$ cat src/rtl/core/dpt_pkg.sv
package dpt_pkg;

  localparam int MaxEntries = 16;
  localparam int IdxW       = (MaxEntries > 1) ? $clog2(MaxEntries) : 1;
  localparam int CntW       = $clog2(MaxEntries + 1);

  localparam logic [15:0] CmdAnnounce = 16'h0000;
  localparam logic [15:0] CmdGetPid   = 16'h1181;

  localparam logic [31:0] StaleTimeoutRst  = 32'd5000;
  localparam logic [31:0] RetryIntervalRst = 32'd500;

  // configuration register indexes
  localparam logic RegStaleTimeout  = 1'b0;
  localparam logic RegRetryInterval = 1'b1;

  typedef enum logic [2:0] {
    EvNone      = 3'd0,
    EvRefreshed = 3'd1,
    EvAdded     = 3'd2,
    EvFull      = 3'd3,
    EvPid       = 3'd4,
    EvRequest   = 3'd5
  } dpt_event_e;

  typedef struct packed {
    logic        action;
    logic [31:0] now_ms;
    logic [7:0]  frame_crc_low;
    logic [7:0]  frame_len;
    logic [63:0] device_id;
    logic [7:0]  svc_idx;
    logic [15:0] command;
    logic [31:0] product_id;
    logic        rx_busy;
  } dpt_in_t;

  typedef struct packed {
    logic        request_valid;
    logic [63:0] target_id;
    logic [2:0]  event_res;
    logic [4:0]  device_count;
  } dpt_out_t;

  typedef struct packed {
    logic [63:0] id;
    logic [31:0] product_id;
    logic [31:0] last_seen;
    logic [31:0] last_request;
    logic        pid_known;
  } dpt_entry_t;

  // per-entry verdict from the head cell
  typedef struct packed {
    logic        hit;
    logic        append;
    logic        announce;
    logic        request;
    dpt_event_e  ev;
    logic [63:0] target;
  } dpt_head_res_t;

endpackage

$ cat src/rtl/core/dpt_cell.sv
module dpt_cell (
  input  logic               clk_i,
  input  logic               shift_i,
  input  dpt_pkg::dpt_entry_t entry_i,
  output dpt_pkg::dpt_entry_t entry_o
);
  import dpt_pkg::*;

  dpt_entry_t entry_q;

  always_ff @(posedge clk_i) begin
    if (shift_i) begin
      entry_q <= entry_i;
    end
  end

  assign entry_o = entry_q;

endmodule

$ cat src/rtl/core/dpt_head.sv
module dpt_head (
  input  dpt_pkg::dpt_in_t      item_i,
  input  dpt_pkg::dpt_entry_t   entry_i,
  input  logic [dpt_pkg::IdxW-1:0] idx_i,
  input  logic [dpt_pkg::CntW-1:0] count_i,
  input  logic                  found_i,
  input  logic [31:0]           stale_timeout_i,
  input  logic [31:0]           retry_interval_i,
  output dpt_pkg::dpt_entry_t   entry_o,
  output dpt_pkg::dpt_head_res_t res_o
);
  import dpt_pkg::*;

  logic        in_use;
  logic        at_tail;
  logic        frame_ok;
  logic        announce;
  logic        pid_reply;
  logic        poll;
  logic        id_hit;
  logic [31:0] seen_age;
  logic [31:0] req_age;
  logic        eligible;

  assign in_use    = CntW'(idx_i) < count_i;
  assign at_tail   = CntW'(idx_i) == count_i;
  assign frame_ok  = !item_i.action && !(item_i.frame_crc_low == 8'd0 &&
                     item_i.frame_len == 8'd0) && item_i.svc_idx == 8'd0;
  assign announce  = frame_ok && item_i.command == CmdAnnounce && item_i.device_id != 64'd0;
  assign pid_reply = frame_ok && item_i.command == CmdGetPid;
  assign poll      = item_i.action && !item_i.rx_busy;
  assign id_hit    = in_use && !found_i && entry_i.id == item_i.device_id;

  // wraparound ages
  assign seen_age  = item_i.now_ms - entry_i.last_seen;
  assign req_age   = item_i.now_ms - entry_i.last_request;
  assign eligible  = in_use && !found_i && !entry_i.pid_known &&
                     seen_age <= stale_timeout_i && req_age >= retry_interval_i;

  always_comb begin
    entry_o           = entry_i;
    res_o.hit         = 1'b0;
    res_o.append      = 1'b0;
    res_o.announce    = announce;
    res_o.request     = 1'b0;
    res_o.ev          = EvNone;
    res_o.target      = 64'd0;
    priority if (announce && id_hit) begin
      entry_o.last_seen = item_i.now_ms;
      res_o.hit         = 1'b1;
      res_o.ev          = EvRefreshed;
    end else if (announce && !found_i && at_tail) begin
      entry_o.id           = item_i.device_id;
      entry_o.product_id   = 32'd0;
      entry_o.last_seen    = item_i.now_ms;
      entry_o.last_request = 32'd0;
      entry_o.pid_known    = 1'b0;
      res_o.hit            = 1'b1;
      res_o.append         = 1'b1;
      res_o.ev             = EvAdded;
    end else if (pid_reply && id_hit) begin
      entry_o.product_id = item_i.product_id;
      entry_o.pid_known  = 1'b1;
      entry_o.last_seen  = item_i.now_ms;
      res_o.hit          = 1'b1;
      res_o.ev           = EvPid;
    end else if (poll && eligible) begin
      entry_o.last_request = item_i.now_ms;
      res_o.hit            = 1'b1;
      res_o.request        = 1'b1;
      res_o.ev             = EvRequest;
      res_o.target         = entry_i.id;
    end else begin
      // entry passes through unchanged
      entry_o = entry_i;
    end
  end

endmodule

$ cat src/rtl/core/device_presence_table_unit.sv
// channel | direction | handshake              | payload
// in      | input     | in_valid_i / in_stall_o  | dpt_in_t  in_item_i
// out     | output    | out_valid_o / out_stall_i | dpt_out_t out_item_o
// cfg     | input     | cfg_we_i                | cfg_idx_i, cfg_data_i
//
// an accepted item's scan rotates the entry ring once past the head cell (one entry
// per cycle, MaxEntries entries), then its result is loaded into the output register.
// the next item is accepted only after that load, so items do not overlap.
// reset clears the entry count and the handshake state and loads the config registers
// with their reset values; entry contents stay undefined until appended. a stalled output
// holds the result and the block waits with the finished scan until the output register is free.
module device_presence_table_unit (
  input  logic              clk_i,
  input  logic              rst_ni,
  input  logic              in_valid_i,
  output logic              in_stall_o,
  input  dpt_pkg::dpt_in_t  in_item_i,
  output logic              out_valid_o,
  input  logic              out_stall_i,
  output dpt_pkg::dpt_out_t out_item_o,
  input  logic              cfg_we_i,
  input  logic              cfg_idx_i,
  input  logic [31:0]       cfg_data_i
);
  import dpt_pkg::*;

  localparam logic [1:0] StIdle = 2'd0;
  localparam logic [1:0] StScan = 2'd1;
  localparam logic [1:0] StDone = 2'd2;

  logic [1:0]      state_q, state_d;
  logic [IdxW-1:0] idx_q, idx_d;
  logic [CntW-1:0] count_q, count_d;
  logic            found_q, found_d;
  dpt_event_e      ev_q, ev_d;
  logic            req_q, req_d;
  logic [63:0]     target_q, target_d;
  logic [31:0]     stale_q, retry_q;
  dpt_in_t         item_q;
  logic            out_valid_q, out_valid_d;
  dpt_out_t        out_q, out_d;

  dpt_entry_t      ring [MaxEntries];
  dpt_entry_t      head_entry;
  dpt_head_res_t   head_res;
  logic            shift;
  logic            in_acc;
  logic            out_free;
  dpt_event_e      final_ev;

  assign shift    = state_q == StScan;
  assign in_acc   = in_valid_i && !in_stall_o;
  assign out_free = !out_valid_q || !out_stall_i;

  // ring of entry cells; cell 0 feeds the head, the head refills the last cell
  for (genvar k = 0; k < MaxEntries; k++) begin : g_cell
    dpt_entry_t feed;
    if (k == MaxEntries - 1) begin : g_last
      assign feed = head_entry;
    end else begin : g_mid
      assign feed = ring[k+1];
    end
    dpt_cell u_cell (
      .clk_i  (clk_i),
      .shift_i(shift),
      .entry_i(feed),
      .entry_o(ring[k])
    );
  end

  dpt_head u_head (
    .item_i          (item_q),
    .entry_i         (ring[0]),
    .idx_i           (idx_q),
    .count_i         (count_q),
    .found_i         (found_q),
    .stale_timeout_i (stale_q),
    .retry_interval_i(retry_q),
    .entry_o         (head_entry),
    .res_o           (head_res)
  );

  assign final_ev = found_q ? ev_q : (head_res.announce ? EvFull : EvNone);

  always_comb begin
    state_d     = state_q;
    idx_d       = idx_q;
    count_d     = count_q;
    found_d     = found_q;
    ev_d        = ev_q;
    req_d       = req_q;
    target_d    = target_q;
    out_valid_d = out_valid_q && out_stall_i;
    out_d       = out_q;
    unique case (state_q)
      StIdle: begin
        if (in_acc) begin
          state_d  = StScan;
          idx_d    = '0;
          found_d  = 1'b0;
          ev_d     = EvNone;
          req_d    = 1'b0;
          target_d = 64'd0;
        end
      end
      StScan: begin
        if (head_res.hit) begin
          found_d  = 1'b1;
          ev_d     = head_res.ev;
          req_d    = head_res.request;
          target_d = head_res.target;
        end
        if (head_res.append) begin
          count_d = count_q + CntW'(1);
        end
        if (idx_q == IdxW'(MaxEntries - 1)) begin
          state_d = StDone;
        end else begin
          idx_d = idx_q + IdxW'(1);
        end
      end
      StDone: begin
        if (out_free) begin
          out_valid_d         = 1'b1;
          out_d.request_valid = req_q;
          out_d.target_id     = target_q;
          out_d.event_res     = final_ev;
          out_d.device_count  = 5'(count_q);
          state_d             = StIdle;
        end
      end
      default: begin
        state_d = StIdle;
      end
    endcase
  end

  always_ff @(posedge clk_i or negedge rst_ni) begin
    if (!rst_ni) begin
      state_q     <= StIdle;
      idx_q       <= '0;
      count_q     <= '0;
      found_q     <= 1'b0;
      out_valid_q <= 1'b0;
      stale_q     <= StaleTimeoutRst;
      retry_q     <= RetryIntervalRst;
    end else begin
      state_q     <= state_d;
      idx_q       <= idx_d;
      count_q     <= count_d;
      found_q     <= found_d;
      out_valid_q <= out_valid_d;
      if (cfg_we_i && cfg_idx_i == RegStaleTimeout) begin
        stale_q <= cfg_data_i;
      end
      if (cfg_we_i && cfg_idx_i == RegRetryInterval) begin
        retry_q <= cfg_data_i;
      end
    end
  end

  always_ff @(posedge clk_i) begin
    ev_q     <= ev_d;
    req_q    <= req_d;
    target_q <= target_d;
    out_q    <= out_d;
    if (in_acc) begin
      item_q <= in_item_i;
    end
  end

  assign in_stall_o  = state_q != StIdle;
  assign out_valid_o = out_valid_q;
  assign out_item_o  = out_q;

  a_count_bound: assert property (@(posedge clk_i) disable iff (!rst_ni)
    count_q <= CntW'(MaxEntries))
    else $error("entry count beyond table size");

  a_count_step: assert property (@(posedge clk_i) disable iff (!rst_ni)
    count_q != $past(count_q) |-> count_q == $past(count_q) + CntW'(1))
    else $error("entry count jumped");

  a_req_event: assert property (@(posedge clk_i) disable iff (!rst_ni)
    out_valid_o && out_item_o.request_valid |-> out_item_o.event_res == EvRequest)
    else $error("request without request event");

  a_busy_after_accept: assert property (@(posedge clk_i) disable iff (!rst_ni)
    in_valid_i && !in_stall_o |=> in_stall_o && idx_q == '0)
    else $error("scan did not start after accept");

endmodule

$ cat config.mk
export PLATFORM = sky130hd
export DESIGN_NAME = device_presence_table_unit
export DESIGN_NICKNAME = d
export VERILOG_FILES = /design/src/rtl/core/dpt_pkg.sv /design/src/rtl/core/dpt_cell.sv /design/src/rtl/core/dpt_head.sv /design/src/rtl/core/device_presence_table_unit.sv
export SDC_FILE = /design/constraint.sdc
export NUM_CORES = 2
export LEC_CHECK = 0
export ABC_AREA = 0
export BUFFER_PORTS_ARGS = -buffer_cell sky130_fd_sc_hd__buf_2
export CAP_MARGIN = 20
export CORE_UTILIZATION = 30
export CTS_BUF_LIST = sky130_fd_sc_hd__clkbuf_16
export DETAILED_ROUTE_END_ITERATION = 8
export GPL_TIMING_DRIVEN = 0
export MAX_ROUTING_LAYER = met4
export SYNTH_ARGS = -nofsm -noshare
export SYNTH_HDL_FRONTEND = slang
export SYNTH_SLANG_ARGS = --single-unit
$ cat constraint.sdc
create_clock -name clk_i -period 99.4 [get_ports clk_i]
set_input_delay 14.91 -clock clk_i [delete_from_list [all_inputs] [get_ports clk_i]]
set_output_delay 14.91 -clock clk_i [all_outputs]
set_load 0.005 [all_outputs]
==> flow_summary_export.csv <==
group,metric,value,unit
setup_path,r2r_cells,23,
timing,maxSlewHeadroom,33.2,%
global_routing,grt_pass1_vias,33600,
setup_path,start_kind,"flop",
floorplanning,die_width,525,um
yosys,ys_ff_latch,2420,
clocking,worstSkewPairLatency,0.91,ns
power_and_ir_drop,design_power_total,2.53,mW
yosys,ys_seq_area_share,88.2,%
setup_path,r2r-end,"target_q[15]$_SDFFCE_PP0P_",
global_routing,gr-total-overflow,0,
timing,fmax,0.0592,GHz
clocking,ctsHoldBuffers,0,
floorplanning,die_height,525,um
finish,multiInputGateArea,0.00887,sq mm
setup_path,path_max_fanout,3,
timing,worst_slew_pin_slew,0.993,ns
setup_path,path_cells,"nor2_1, inv_1, buf_2",
power_and_ir_drop,ir_drop,0.0000173,V
timing,finalMaxSlewViolations,0,
yosys,syn_area_per_cell,21.7,sq um
setup_path,crit_family,"simple AND/OR/NAND/NOR gates",
clocking,cts_buffer_depth,4,
finish,final_common_cell,"edfxtp_1",
floorplanning,core_area,0.271,sq mm
setup_path,path_buf_inv,2,
finish,post-route-util,35.4,%
timing,setup_viol,0,
global_routing,grtUsageTotal,10.9,%
route,wl_met3,7.27,mm
setup_path,reg2reg_setup_slack,91.57,ns
yosys,synth_cell_type_count,72,
global_routing,grt_max_degree,120,
floorplanning,ios,283,
route,avgRoutedWirePerCell,18.5,um
clocking,cts_resized,0,
finish,drive_gt1_share,16.9,%
yosys,ys.flop_type,"edfxtp_1",
timing,fin_worst_skew,0.117,ns
finish,mostFrequentLayoutCells,"2,343 x edfxtp_1, 253 x buf_2, 235 x clkbuf_16",
route,wl_met2,67.3,mm
floorplanning,design.die.area,0.275,sq mm
route,m1WireLength,68.0,mm
flow_run,max_cap_violations,0,
finish,fillers,24700,
global_routing,grt_pass1_wl,218,mm
setup_path,arrival,1.97,ns
route,wl,149,mm
route,dr.pass1.iters,6,
power_and_ir_drop,leakagePower,30.0,nW
finish,regArea,0.0723,sq mm
clocking,htree_num_levels,4,
timing,min_period,16.88,ns
setup_path,worst_path_largest_cell_delay,0.53,ns
clocking,cts_sinks,2420,
setup_path,path_depth,3,
yosys,syn_inst,3777,
yosys,async_flop_share,3.18,%
route,route.detailed.drc,0,
clocking,cts_setup_buffers,0,
setup_path,startpoint,"state_q[0]$_DFFE_PN0P_",
timing,setup_tns,0,ns
clocking,clk_pin_slew,0.06,ns
yosys,synth_top_area_share,85.8,%
setup_path,path_class,"flop to output pin",
setup_path,cp-endpoint,"in_stall_o",
setup_path,cp_data_required_time,84.49,ns
hold_path,hp-class,"flop to flop",
setup_path,slowest_stage,"nor2_1",
global_routing,antenna_found_initial,23,
yosys,synth_top_cell_by_area,"edfxtp_1",
clocking,clock-root-buffer,"clkbuf_16",
placement,place.gp.congestion,0.886,
yosys,synth_area_leaders,"edfxtp_1 86%, dfrtp_1 2.0%, ha_1 2.0%",
power_and_ir_drop,powerDensity,26.3,mW/mm^2
setup_path,end_kind,"output pin",
placement,numPortBuffers,250,
timing,grt_setup_unrepaired,"false",
floorplanning,start_util,30.2,%
route,drt_iter0_drc,3258,
clocking,cts_tree,"done",
placement,dp_hpwl,97.7,mm
clocking,cts_made_buffers,234,
timing,period_share,17.0,%
finish,fin_nets,4634,
floorplanning,core.rowCount,191,
yosys,yosys_warnings,0,
timing,hold_viol_final,0,
route,vias,34500,
finish,area_delta_synth_final,17.2,%
setup_path,r2r-start,"item_q[137]$_DFFE_PP_",
route,top_layer,"met4",
route,viasPerCell,4.28,
yosys,synth_nets,4119,
yosys,syn_area,0.0820,sq mm
yosys,synth_edf_count,2343,
run_status,outcome,"finished clean",
route,ant_nets,0,
sequential cells by signal, indices dropped and copies added (netlist names), 2 cells and up:
signal	flops
g_cell.u_cell.entry_o	2064
state_q	2
item_q	138
retry_q	32
stale_q	32
out_item_o	73
ev_q	3
count_q	5
idx_q	4
target_q	64
where the power goes:
part	switching (mW)	leakage, nW	total, mW	internal, mW
clock	0.369	3.85	0.871	0.502
sequential	0.0361	19.9	1.38	1.34
combinational	0.211	6.30	0.276	0.0651
worst min path at each step:
stage                                              from                                       end  slack, ns  depth (start not counted)
5_1_grt          g_cell[5].u_cell.entry_o[24]$_DFFE_PP_    g_cell[4].u_cell.entry_o[24]$_DFFE_PP_       0.35                          0
3_3_place_gp   g_cell[14].u_cell.entry_o[157]$_DFFE_PP_  g_cell[13].u_cell.entry_o[157]$_DFFE_PP_       0.40                          0
3_5_place_dp    g_cell[1].u_cell.entry_o[101]$_DFFE_PP_   g_cell[0].u_cell.entry_o[101]$_DFFE_PP_       0.40                          0
4_1_cts          g_cell[2].u_cell.entry_o[22]$_DFFE_PP_    g_cell[1].u_cell.entry_o[22]$_DFFE_PP_       0.34                          0
6_report         g_cell[3].u_cell.entry_o[98]$_DFFE_PP_    g_cell[2].u_cell.entry_o[98]$_DFFE_PP_       0.34                          0
2_1_floorplan     g_cell[1].u_cell.entry_o[0]$_DFFE_PP_     g_cell[0].u_cell.entry_o[0]$_DFFE_PP_       0.40                          0
per-layer routing:
metal | up-vias | global-route usage, %
li1 | 15900 | -
met1 | 17500 | 14.7
met2 | 787 | 16.0
met3 | 331 | 1.76
met4 | 0 | 4.93
met5 | - | -
per-stage QoR:
step / setup WS (ns) / instance area [sq um] / hold WS (ns) / std cells
CTS: 82.37 / 96100 / 0.338 / 8045
floorplan: 45.78 / 82000 / 0.400 / 3777
global placement: 26.94 / 87700 / 0.400 / 7597
detailed placement: 81.86 / 88500 / 0.405 / 7626
global route: 82.43 / 96100 / 0.353 / 8050
finish: 82.52 / 96100 / 0.345 / 8060
worst register-to-register path, delay by kind of cell (launching register included):
family | cells | cell delay (ns)
DFF | 1 | 0.36
xor gates and xnor gates | 1 | 0.17
buffers and inverters | 4 | 1.28
and+or+nand+nor | 7 | 1.97
adders and majority gates | 3 | 0.94
AOI/OAI and AO/OA | 8 | 2.70
layout make-up:
class / instances / share of cell area [%]
Antenna cell: 15 / 0.0391
Tap cell: 3570 / 4.65
Clock buffer: 235 / 6.12
Multi-Input combinational cell: 1144 / 9.23
Sequential cell: 2420 / 75.2
Clock inverter: 184 / 1.76
Timing Repair Buffer: 279 / 2.07
Buffer: 59 / 0.290
Inverter: 154 / 0.614
Yosys cell counts, types with 12 or more instances:
cell      number
edfxtp_1    2343
inv_1        153
ha_1         132
nand2_1      109
xnor2_1      103
mux2_2        74
a21oi_1       72
o21ai_0       72
dfrtp_1       66
and2_1        65
a21o_1        53
nand3_1       49
nand4_1       46
clkbuf_1      45
nor2_1        39
o211ai_1      36
nor4_1        32
o2bb2a_1      32
mux2_1        27
mux2_4        27
nor3_1        21
xor2_1        18
nand2b_1      12
nor2b_1       12
kinds of logic (layout without fill, tap and decap cells):
kind of cell,count (synthesis),count (layout),synth area share (%)
buffers and inverters,213,911,1.05
muxes,129,129,1.89
xor gates and xnor gates,121,121,1.29
AOI/OAI and AO/OA,341,341,2.82
and+or+nand+nor,419,419,2.72
other,0,15,0
DFF,2420,2420,88.2
adders and majority gates,134,134,2.06
No activity file was read; power rests on OpenSTA's default activity.
